File: src/rtl/rtc2ux_pkg.sv
`default_nettype none
package rtc2ux_pkg;

  // error codes, first failing check wins
  localparam logic [2:0] ERR_NONE  = 3'd0;
  localparam logic [2:0] ERR_OSC   = 3'd1;
  localparam logic [2:0] ERR_YEAR  = 3'd2;
  localparam logic [2:0] ERR_MONTH = 3'd3;
  localparam logic [2:0] ERR_DAY   = 3'd4;
  localparam logic [2:0] ERR_TIME  = 3'd5;
  localparam logic [2:0] ERR_MIN   = 3'd6;

  localparam logic [31:0] MIN_EPOCH_RESET = 32'd1704067200;

  // two-digit year window, years since 2000
  localparam logic [7:0] YEAR_LO = 8'd24;
  localparam logic [7:0] YEAR_HI = 8'd99;

  // all accepted years sit in era 5: 5 * 146097 - 719468, less one for day-1
  localparam logic [16:0] DAY_BASE = 17'd11016;
  localparam logic [16:0] SECS_PER_DAY = 17'd86400;

  // decoded fields after the range checks
  typedef struct packed {
    logic [2:0] err;
    logic [6:0] yoe;
    logic [3:0] mp;
    logic [4:0] day;
    logic [4:0] hour;
    logic [5:0] minute;
    logic [5:0] second;
    logic [2:0] wday;
  } dec_t;

  // day count and time of day
  typedef struct packed {
    logic [2:0]  err;
    logic [16:0] days;
    logic [16:0] tod;
    logic [2:0]  wday;
  } days_t;

  // raw epoch before the minimum check
  typedef struct packed {
    logic [2:0]  err;
    logic [31:0] epoch;
    logic [2:0]  wday;
  } ep_t;

  // final result
  typedef struct packed {
    logic        ok;
    logic [2:0]  err;
    logic [31:0] epoch;
    logic [2:0]  wday;
  } res_t;

  // two BCD digits to binary, no digit check
  function automatic logic [7:0] bcd2bin(input logic [7:0] v);
    logic [7:0] hi;
    hi = {4'd0, v[7:4]};
    return (hi << 3) + (hi << 1) + {4'd0, v[3:0]};
  endfunction

  // days from March 1 to the first of the shifted month
  function automatic logic [8:0] month_start(input logic [3:0] mp);
    logic [8:0] d;
    case (mp)
      4'd0:    d = 9'd0;
      4'd1:    d = 9'd31;
      4'd2:    d = 9'd61;
      4'd3:    d = 9'd92;
      4'd4:    d = 9'd122;
      4'd5:    d = 9'd153;
      4'd6:    d = 9'd184;
      4'd7:    d = 9'd214;
      4'd8:    d = 9'd245;
      4'd9:    d = 9'd275;
      4'd10:   d = 9'd306;
      4'd11:   d = 9'd337;
      default: d = 9'd0;
    endcase
    return d;
  endfunction

endpackage
`default_nettype wire

File: src/rtl/rtc2ux_decode.sv
`default_nettype none
module rtc2ux_decode import rtc2ux_pkg::*; (
  input  wire logic       clk,
  input  wire logic       rst,
  input  wire logic       en,
  input  wire logic       in_v,
  input  wire logic [7:0] seconds_reg,
  input  wire logic [7:0] minutes_reg,
  input  wire logic [7:0] hours_reg,
  input  wire logic [7:0] days_reg,
  input  wire logic [7:0] weekdays_reg,
  input  wire logic [7:0] months_reg,
  input  wire logic [7:0] years_reg,
  output logic            out_v,
  output dec_t            out_d
);

  logic [7:0] yy, mon, dd, hh, mm, ss;
  logic       early;
  dec_t       d_next;

  // mask and decode the BCD fields
  always_comb begin
    yy  = bcd2bin(years_reg);
    mon = bcd2bin({3'd0, months_reg[4:0]});
    dd  = bcd2bin({2'd0, days_reg[5:0]});
    hh  = bcd2bin({2'd0, hours_reg[5:0]});
    mm  = bcd2bin({1'b0, minutes_reg[6:0]});
    ss  = bcd2bin({1'b0, seconds_reg[6:0]});
  end

  // run the checks and shift the year to start in March
  always_comb begin
    early = (mon <= 8'd2);
    if (seconds_reg[7]) begin
      d_next.err = ERR_OSC;
    end else if (yy < YEAR_LO || yy > YEAR_HI) begin
      d_next.err = ERR_YEAR;
    end else if (mon < 8'd1 || mon > 8'd12) begin
      d_next.err = ERR_MONTH;
    end else if (dd < 8'd1 || dd > 8'd31) begin
      d_next.err = ERR_DAY;
    end else if (hh > 8'd23 || mm > 8'd59 || ss > 8'd59) begin
      d_next.err = ERR_TIME;
    end else begin
      d_next.err = ERR_NONE;
    end
    d_next.yoe    = yy[6:0] - {6'd0, early};
    d_next.mp     = early ? (mon[3:0] + 4'd9) : (mon[3:0] - 4'd3);
    d_next.day    = dd[4:0];
    d_next.hour   = hh[4:0];
    d_next.minute = mm[5:0];
    d_next.second = ss[5:0];
    d_next.wday   = weekdays_reg[2:0];
  end

  // advance the stage
  always_ff @(posedge clk) begin
    if (rst) begin
      out_v <= 1'b0;
    end else if (en) begin
      out_v <= in_v;
    end
  end

  always_ff @(posedge clk) begin
    if (en) begin
      out_d <= d_next;
    end
  end

endmodule
`default_nettype wire

File: src/rtl/rtc2ux_days.sv
`default_nettype none
module rtc2ux_days import rtc2ux_pkg::*; (
  input  wire logic  clk,
  input  wire logic  rst,
  input  wire logic  en,
  input  wire logic  in_v,
  input  wire dec_t  in_d,
  output logic       out_v,
  output days_t      out_d
);

  logic [16:0] yoe_w;
  days_t       d_next;

  // day count since 1970 and seconds into the day
  always_comb begin
    yoe_w        = {10'd0, in_d.yoe};
    d_next.err   = in_d.err;
    d_next.days  = yoe_w * 17'd365 + (yoe_w >> 2)
                 + {8'd0, month_start(in_d.mp)} + {12'd0, in_d.day} + DAY_BASE;
    d_next.tod   = {12'd0, in_d.hour} * 17'd3600 + {11'd0, in_d.minute} * 17'd60
                 + {11'd0, in_d.second};
    d_next.wday  = in_d.wday;
  end

  // advance the stage
  always_ff @(posedge clk) begin
    if (rst) begin
      out_v <= 1'b0;
    end else if (en) begin
      out_v <= in_v;
    end
  end

  always_ff @(posedge clk) begin
    if (en) begin
      out_d <= d_next;
    end
  end

endmodule
`default_nettype wire

File: src/rtl/rtc2ux_epoch.sv
`default_nettype none
module rtc2ux_epoch import rtc2ux_pkg::*; (
  input  wire logic  clk,
  input  wire logic  rst,
  input  wire logic  en,
  input  wire logic  in_v,
  input  wire days_t in_d,
  output logic       out_v,
  output ep_t        out_d
);

  logic [33:0] prod;
  ep_t         d_next;

  // scale days to seconds and add the time of day
  always_comb begin
    prod         = {17'd0, in_d.days} * {17'd0, SECS_PER_DAY} + {17'd0, in_d.tod};
    d_next.err   = in_d.err;
    d_next.epoch = prod[31:0];
    d_next.wday  = in_d.wday;
  end

  // advance the stage
  always_ff @(posedge clk) begin
    if (rst) begin
      out_v <= 1'b0;
    end else if (en) begin
      out_v <= in_v;
    end
  end

  always_ff @(posedge clk) begin
    if (en) begin
      out_d <= d_next;
    end
  end

endmodule
`default_nettype wire

File: src/rtl/rtc2ux_check.sv
`default_nettype none
module rtc2ux_check import rtc2ux_pkg::*; (
  input  wire logic        clk,
  input  wire logic        rst,
  input  wire logic        en,
  input  wire logic        in_v,
  input  wire ep_t         in_d,
  input  wire logic [31:0] min_epoch,
  output logic             out_v,
  output res_t             out_d
);

  res_t d_next;

  // reject epochs below the minimum, zero the epoch on any error
  always_comb begin
    if (in_d.err == ERR_NONE && in_d.epoch < min_epoch) begin
      d_next.err = ERR_MIN;
    end else begin
      d_next.err = in_d.err;
    end
    d_next.ok    = (d_next.err == ERR_NONE);
    d_next.epoch = d_next.ok ? in_d.epoch : 32'd0;
    d_next.wday  = in_d.wday;
  end

  // hold the result until taken
  always_ff @(posedge clk) begin
    if (rst) begin
      out_v <= 1'b0;
    end else if (en) begin
      out_v <= in_v;
    end
  end

  always_ff @(posedge clk) begin
    if (en) begin
      out_d <= d_next;
    end
  end

endmodule
`default_nettype wire

File: src/rtl/bcd_rtc_to_unix_epoch_core.sv
`default_nettype none
// Channel   Direction  Handshake             Payload
// in        sink       in_valid / in_stall   seconds_reg .. years_reg (7 x 8 bit)
// out       source     out_valid / out_stall ok, error_code, epoch_seconds, day_of_week
// cfg       sink       cfg_wen               cfg_wdata = min_valid_epoch
//
// Four register stages: decode and check, day count, seconds multiply, minimum check.
// An item enters every cycle unless in_stall is high; stages register it in order.
// Reset empties the pipeline and loads min_valid_epoch with 1704067200.
// Each stage moves when it is empty or the next stage moves; out_stall backs up the
// pipeline one stage at a time and in_stall rises only when all four stages are full.
module bcd_rtc_to_unix_epoch_core import rtc2ux_pkg::*; (
  input  wire logic        clk,
  input  wire logic        rst,
  input  wire logic        in_valid,
  output logic             in_stall,
  input  wire logic [7:0]  seconds_reg,
  input  wire logic [7:0]  minutes_reg,
  input  wire logic [7:0]  hours_reg,
  input  wire logic [7:0]  days_reg,
  input  wire logic [7:0]  weekdays_reg,
  input  wire logic [7:0]  months_reg,
  input  wire logic [7:0]  years_reg,
  output logic             out_valid,
  input  wire logic        out_stall,
  output logic             ok,
  output logic [2:0]       error_code,
  output logic [31:0]      epoch_seconds,
  output logic [2:0]       day_of_week,
  input  wire logic        cfg_wen,
  input  wire logic [31:0] cfg_wdata
);

  logic [31:0] min_epoch;
  logic        v1, v2, v3, v4;
  logic        en1, en2, en3, en4;
  dec_t        d1;
  days_t       d2;
  ep_t         d3;
  res_t        d4;

  // write the minimum epoch register
  always_ff @(posedge clk) begin
    if (rst) begin
      min_epoch <= MIN_EPOCH_RESET;
    end else if (cfg_wen) begin
      min_epoch <= cfg_wdata;
    end
  end

  // stage enables: load when empty or when the next stage moves
  assign en4 = !v4 || !out_stall;
  assign en3 = !v3 || en4;
  assign en2 = !v2 || en3;
  assign en1 = !v1 || en2;
  assign in_stall = !en1;

  rtc2ux_decode u_decode (
    .clk          (clk),
    .rst          (rst),
    .en           (en1),
    .in_v         (in_valid),
    .seconds_reg  (seconds_reg),
    .minutes_reg  (minutes_reg),
    .hours_reg    (hours_reg),
    .days_reg     (days_reg),
    .weekdays_reg (weekdays_reg),
    .months_reg   (months_reg),
    .years_reg    (years_reg),
    .out_v        (v1),
    .out_d        (d1)
  );

  rtc2ux_days u_days (
    .clk   (clk),
    .rst   (rst),
    .en    (en2),
    .in_v  (v1),
    .in_d  (d1),
    .out_v (v2),
    .out_d (d2)
  );

  rtc2ux_epoch u_epoch (
    .clk   (clk),
    .rst   (rst),
    .en    (en3),
    .in_v  (v2),
    .in_d  (d2),
    .out_v (v3),
    .out_d (d3)
  );

  rtc2ux_check u_check (
    .clk       (clk),
    .rst       (rst),
    .en        (en4),
    .in_v      (v3),
    .in_d      (d3),
    .min_epoch (min_epoch),
    .out_v     (v4),
    .out_d     (d4)
  );

  // drive the result ports
  assign out_valid     = v4;
  assign ok            = d4.ok;
  assign error_code    = d4.err;
  assign epoch_seconds = d4.epoch;
  assign day_of_week   = d4.wday;

  // a good result clears the minimum
  a_ok_min: assert property (@(posedge clk) disable iff (rst)
    out_valid && ok |-> epoch_seconds >= min_epoch && error_code == ERR_NONE)
    else $error("ok result below minimum epoch");

  // a failed result carries a zero epoch
  a_err_zero: assert property (@(posedge clk) disable iff (rst)
    out_valid && !ok |-> epoch_seconds == 32'd0 && error_code != ERR_NONE)
    else $error("failed result with nonzero epoch");

  // input backs up only with a full pipeline behind a stalled output
  a_stall_full: assert property (@(posedge clk) disable iff (rst)
    in_stall |-> v1 && v2 && v3 && v4 && out_stall)
    else $error("input stalled with room in the pipeline");

endmodule
`default_nettype wire

File: config.mk
export PLATFORM = sky130hd
export DESIGN_NAME = bcd_rtc_to_unix_epoch_core
export DESIGN_NICKNAME = d
export VERILOG_FILES = /design/src/rtl/rtc2ux_pkg.sv /design/src/rtl/rtc2ux_decode.sv /design/src/rtl/rtc2ux_days.sv /design/src/rtl/rtc2ux_epoch.sv /design/src/rtl/rtc2ux_check.sv /design/src/rtl/bcd_rtc_to_unix_epoch_core.sv
export SDC_FILE = /design/constraint.sdc
export NUM_CORES = 1
export LEC_CHECK = 0
export ABC_AREA = 1
export BUFFER_PORTS_ARGS = -buffer_cell sky130_fd_sc_hd__buf_2
export CAP_MARGIN = 20
export CORE_ASPECT_RATIO = 0.75
export CORE_MARGIN = 4
export CORE_UTILIZATION = 40
export CTS_BUF_LIST = sky130_fd_sc_hd__clkbuf_4 sky130_fd_sc_hd__clkbuf_8 sky130_fd_sc_hd__clkbuf_16
export CTS_CLUSTER_DIAMETER = 30
export DETAILED_ROUTE_END_ITERATION = 8
export HOLD_SLACK_MARGIN = 0.06
export SLEW_MARGIN = 0
export SYNTH_ARGS = -nofsm -noshare
export SYNTH_HDL_FRONTEND = slang
export SYNTH_SLANG_ARGS = --single-unit
File: constraint.sdc
create_clock -name clk -period 5.3 [get_ports clk]
set_clock_uncertainty 0.15 [all_clocks]
set_input_delay 0.265 -clock clk [delete_from_list [all_inputs] [get_ports clk]]
set_output_delay 0.265 -clock clk [all_outputs]
set_load 0.01 [all_outputs]
==> impl_metrics.yaml, run 1 <==
outcome:
  status: "completed"
final_layout:
  layout_common_cells: "inv_1 (394), nand2_1 (298), ha_1 (272)"
  fin_nets: 2494
  fin_util_pct: 48.6
  n_fill_cell: 3751
  design_area_mm2: 0.0198
  antenna_cells: 0
  area_delta_synth_final_pct: 20.0
  final_common_cell: "inv_1"
  drive_gt1_share_pct: 11.5
setup_path:
  startpoint: "u_days.out_d[21]"
  cp.depth: 25
  rr_worst_depth: 25
  crit_path_end_kind: "register"
  rrSetupSlack_ns: 0.32
  cp.arrival_ns: 5.07
  crit_path_start_kind: "register"
  reg2reg_from: "u_days.out_d[21]"
  cpPeakStageDelay_ns: 0.51
  endpoint: "u_epoch.out_d[28]"
  rr_endpoint: "u_epoch.out_d[28]"
  crit_required_ns: 5.39
  critPathMaxFanout: 4
  crit_buf_inv: 5
  cp_common_cell: "inv_1"
  crit_type: "reg2reg"
  critPathSlowestCell: "fa_1"
  crit_family: "adder cells"
sta:
  timing.slew.headroom_pct: 39.7
  hold_viol: 0
  post-route-min-period_ns: 4.98
  worst_pin_slew_ns: 0.903
  hold_ws_ns: 0.0948
  setup-violations-final: 0
  tns_ns: 0
  rsz0062_at_grt: "true"
  fin_crit_sh_pct: 93.9
  drv_slew: 0
  fmax_mhz: 201
synthesis:
  synth-seq-cells: 201
  synthesis.nets: 2264
  synth_top_area_share_pct: 28.4
  synthesis.area_mm2: 0.0165
  syn_inst: 1811
  synth-seq-area-share_pct: 33.9
  ys_async_sr_fraction_pct: 0
  yosys.area.top_type: "edfxtp_1"
  synthTopCellsByArea: "edfxtp_1 (28%), ha_1 (21%), fa_1 (11%)"
  synth_cell_type_count: 37
  synth_warnings: 0
  synth_edf_count: 156
  ys.flop_type: "edfxtp_1"
  avgSynthCellArea_um2: 9.11
die:
  rows: 64
  io_pins: 134
  fp.dieW_um: 243
  start_util_pct: 40.5
  core_area_mm2: 0.0408
  die_area_mm2: 0.0446
  dieHeight_um: 184
routing:
  viasPerCell: 4.65
  drt_iter0_drc: 625
  vias: 12100
  firstDrtPassIters: 5
  wire_per_inst_um: 13.2
  drc_errors: 0
  postRouteAntennaNets: 0
  routed_wl_um: 34400
min_path:
  hp-class: "in2reg"
grt:
  grt_pass1_wl_um: 59000
  grt_start_max_net_pins: 41
  grt_remaining_overflow: 0
  grt_pass1_vias: 12200
  antenna_found_initial: 0
  grt_use_total_pct: 15.8
placement:
  globalplace.congestion: 0.853
  port_buffers: 120
  hpwl_um: 27800
  placed_area_mm2: 0.0178
clock_network:
  cts_buffers: 36
  cts_tree: "yes"
  cts_root_buf: "clkbuf_16"
  h-tree-depth: 2
  cts.sinks: 201
  clk_path_buf_depth: 3
  clk_latency_ns: 0.51
  cts.clk_slew.worst_paths_ns: 0.05
flow_run:
  drv_cap: 0
[final cells by class]
cell class | count | area [um^2] | area share (%)
clock buffers | 41 | 938 | 4.74
clock inverters | 24 | 256 | 1.30
inverters | 398 | 1490 | 7.55
multi-input cells | 1198 | 9390 | 47.4
flip-flops and latches | 201 | 5590 | 28.2
well taps | 528 | 661 | 3.34
repair buffers | 206 | 1470 | 7.41
[what timing repair did]
action                                 4_1_cts  5_1_grt
endpoints found under the hold margin       55        0
gates resized for setup                      0        6
setup buffers                                0        3
hold buffers                                72        0
setup endpoints to repair                    0        6
[metal layers]
metal / vias up / share of wire, % / track usage [%]
met2: 214 / 44 / 25.4
met4: 0 / 2.1 / 4.18
met1: 5490 / 50 / 22.2
met5: - / 0 / 0
met3: 57 / 3.8 / 2.64
li1: 6308 / - / -
[flip-flops by register name (all words and copies together) (netlist names), named ones only]
register        flops
u_days.out_v        1
u_check.out_v       1
u_decode.out_v      1
u_epoch.out_v       1
u_days.out_d       40
u_epoch.out_d      38
u_decode.out_d     39
min_epoch          32
u_check.out_d      39
[synthesized netlist by cell type (12+ instances only)]
| cell type | instances |
|---|---|
| inv_1 | 394 |
| nand2_1 | 301 |
| ha_1 | 273 |
| edfxtp_1 | 156 |
| a21oi_1 | 112 |
| nor2_1 | 107 |
| fa_1 | 87 |
| o21ai_0 | 66 |
| nand3_1 | 64 |
| xor2_1 | 55 |
| dfxtp_1 | 45 |
| xnor2_1 | 37 |
| nand4_1 | 17 |
| clkbuf_1 | 14 |
| nand2_2 | 12 |
[kinds of logic (layout without fill, tap and decap cells)]
group,Yosys count,in the layout,share of synthesized area (%)
buf+inv,412,669,9.37
xor+xnor,92,92,4.88
fa+ha+maj,360,360,31.3
flops,201,201,33.9
simple gates,536,536,13.8
compound gates,210,210,6.79
[tightest hold or removal path, stage by stage]
cell     delay, ns
buf_2         0.11
xor2_1        0.09
xnor2_1       0.12
inv_1         0.06
[per-stage QoR]
stage | setup WS, ns | std cells
final | 0.322 | 2596
after floorplan | 0.421 | 1811
after global routing | -0.0128 | 2596
after global placement | 0.187 | 2454
after detailed placement | 0.146 | 2456
after CTS | 0.115 | 2593
[worst min-delay path by stage]
| stage | to | cells after the start | slack (ns) | startpoint |
|---|---|---|---|---|
| finish | u_decode.out_d[8] | 4 | 0.09 | seconds_reg[6] |
| global route | u_decode.out_d[35] | 3 | 0.11 | years_reg[7] |
| CTS | min_epoch[0] | 3 | 0.08 | cfg_wen |
| detailed placement | u_epoch.out_d[1] | 0 | 0.25 | u_days.out_d[1] |
| global placement | u_epoch.out_d[1] | 0 | 0.25 | u_days.out_d[1] |
| floorplan | u_decode.out_d[0] | 0 | 0.21 | weekdays_reg[0] |
Power of run 1 is left out: the tool's default activity adds up to more than one toggle a clock period on the data nets, which glitch-free logic cannot reach.
==> run 2: changes to the inputs <==
--- a/config.mk
+++ b/config.mk
@@ -5,7 +5,7 @@
 export SDC_FILE = /design/constraint.sdc
 export NUM_CORES = 1
 export LEC_CHECK = 0
-export ABC_AREA = 1
+export ABC_AREA = 0
 export BUFFER_PORTS_ARGS = -buffer_cell sky130_fd_sc_hd__buf_2
 export CAP_MARGIN = 20
 export CORE_ASPECT_RATIO = 0.75
==> run 2 against run 1 <==
The flow now finishes with violations (negative setup slack); wire length shrank 4.2%; setup slack worse by 0.54 ns; non-clock buffer count rose by 76; synthesized cell count shrank 18%; cell count shrank 9.6%; global-route usage down 0.27 points; via count decreased by 7.8%; register-to-register slack worse by 0.54 ns; critical path depth decreased by 5; area after synthesis shrank 2.8%; sequential share of layout area fell by 0.63 points; core utilization up 2.6 points.
==> impl_metrics.yaml, run 2 <==
flow_run:
  drv_cap: 0
placement:
  hpwl_um: 25900
  globalplace.congestion: 0.845
  port_buffers: 120
  placed_area_mm2: 0.0178
  pre_cts_ws_ns: -0.187
setup_path:
  crit_path_start_kind: "register"
  cp.arrival_ns: 5.64
  crit_required_ns: 5.42
  crit_path_end_kind: "register"
  crit_type: "reg2reg"
  critPathMaxFanout: 5
synthesis:
  synthTopCellsByArea: "edfxtp_1 (29%), ha_1 (21%), fa_1 (11%)"
  synth-seq-cells: 201
  synth_cell_type_count: 69
  synthesis.nets: 1939
  yosysMostFrequentCell: "ha_1"
  synth-seq-area-share_pct: 34.8
  synth_top_area_share_pct: 29.2
  synth_common_cells: "ha_1 (273), inv_1 (248), edfxtp_1 (156)"
  ys.flop_type: "edfxtp_1"
  synth_edf_count: 156
  synth_warnings: 0
  ys_async_sr_fraction_pct: 0
  syn_inst: 1486
  yosys.area.top_type: "edfxtp_1"
  avgSynthCellArea_um2: 10.8
  synthesis.area_mm2: 0.0160
final_layout:
  final_common_cell: "ha_1"
  top_regs: "u_days.out_d: 40 flops, u_check.out_d: 39 flops, u_decode.out_d: 39 flops"
  fin_nets: 2246
  layout_common_cells: "ha_1 (263), inv_1 (243), edfxtp_1 (156)"
  multi_input_area_mm2: 0.00972
  area_delta_synth_final_pct: 26.2
  n_fill_cell: 3514
  antenna_cells: 0
  regArea_mm2: 0.00559
  drive_gt1_share_pct: 18.6
  design_area_mm2: 0.0202
  largest_reg_flops: 40
  top_register: "u_days.out_d"
routing:
  postRouteAntennaNets: 0
  firstDrtPassIters: 5
  routed_wl_um: 32900
  drt_iter0_drc: 452
  vias: 11100
  wire_per_inst_um: 14.0
  drc_errors: 0
  viasPerCell: 4.74
sta:
  worst_pin_slew_ns: 0.983
  fin_crit_sh_pct: 104
  worst_slack_ns: -0.219
  fmax_mhz: 181
  timing.slew.headroom_pct: 34.4
  rsz0062_at_grt: "true"
  hold_viol: 0
  post-route-min-period_ns: 5.52
  tns_ns: -0.655
  drv_slew: 0
  setup-violations-final: 4
clock_network:
  cts_tree: "yes"
  cts.clk_slew.worst_paths_ns: 0.05
  cts_root_buf: "clkbuf_16"
  clk_latency_ns: 0.54
  h-tree-depth: 2
  clk_path_buf_depth: 3
  cts.sinks: 201
  cts_buffers: 41
grt:
  grt_start_max_net_pins: 41
  grt_pass1_vias: 11500
  grt_pass1_wl_um: 56100
  grt_use_total_pct: 15.5
  antenna_found_initial: 0
  grt_remaining_overflow: 0
die:
  fp.dieW_um: 239
  io_pins: 134
  die_area_mm2: 0.0434
  rows: 63
  dieHeight_um: 181
  start_util_pct: 40.5
  core_area_mm2: 0.0396
outcome:
  violations: "negative setup slack"
  status: "finished, violations left"
min_path:
  hp-class: "in2reg"
run 2: cell types whose count changed in the layout (fill, tap and decap cells not counted), sizes merged, moves of 36 or more:
cell / previous run / this run
a21o: 5 / 42
a21oi: 113 / 76
and2: 2 / 38
buf: 134 / 209
inv: 401 / 253
nand2: 313 / 44
nand3: 68 / 19
xnor2: 37 / 84
run 2: cell families after synthesis:
logic type,count (synthesis),synth area share [%]
adders and majority gates,360,32.2
muxes,27,1.69
AOI/OAI and AO/OA,250,10.3
DFF,201,34.8
buffers and inverters,267,6.31
xor gates and xnor gates,104,5.68
and+or+nand+nor,277,9.03
run 2: cell type report:
cell class                 count  share of cell area, %
clock buffer                  45                   5.22
timing repair buffer         282                   10.0
inverter                     249                   4.62
tap                          520                   3.21
multi-input combinational   1018                   48.0
sequential                   201                   27.6
clock inverter                31                   1.34
run 2: final timing paths:
check | slack [ns] | end | cells past startpoint | startpoint
setup / recovery | -0.22 | u_epoch.out_d[34] | 20 | u_days.out_d[23]
hold / removal | 0.09 | u_decode.out_d[35] | 3 | years_reg[7]
hold reg to reg | 0.26 | u_epoch.out_d[1] | 0 | u_days.out_d[1]
setup reg to reg | -0.22 | u_epoch.out_d[34] | 20 | u_days.out_d[23]
run 2: metal layers:
layer  up-vias  wire, um  global-route usage, %
met3        61      1140                   2.63
met5         -         0                      0
li1       5762         -                      -
met2       172     14400                   24.2
met1      5134     16800                   22.5
met4         0       639                   3.85
run 2: timing repair:
item                                    CTS  global route
hold buffers                             73             0
pin swaps                                 4            24
buffers inserted                          6             7
gates resized for setup                   5            38
endpoints found under the hold margin    57             0
endpoints found under the setup margin    8            11
run 2: metrics by stage:
| step | std cells | utilization [%] | hold slack [ns] |
|---|---|---|---|
| final | 2346 | 51.1 | 0.0923 |
| after detailed placement | 2183 | 45.1 | 0.255 |
| after global placement | 2182 | 45.0 | 0.251 |
| after global routing | 2346 | 51.1 | 0.104 |
| after CTS | 2338 | 50.5 | 0.0646 |
| after floorplan | 1486 | - | 0.214 |
run 2: worst max-delay path: stages (launching register included):
cell and delay (ns):
edfxtp_1 0.42, ha_1 0.32, inv_2 0.04, fa_1 0.49, inv_2 0.04, fa_1 0.45
ha_1 0.30, inv_2 0.04, fa_1 0.51, inv_2 0.05, ha_4 0.28, buf_6 0.10
o211a_1 0.16, o21ai_2 0.07, a21oi_4 0.20, a211oi_2 0.11, a311oi_2 0.28, or4b_4 0.50
or3_4 0.41, and4bb_1 0.29, xnor2_1 0.06
Power of run 2 is left out for the same reason.
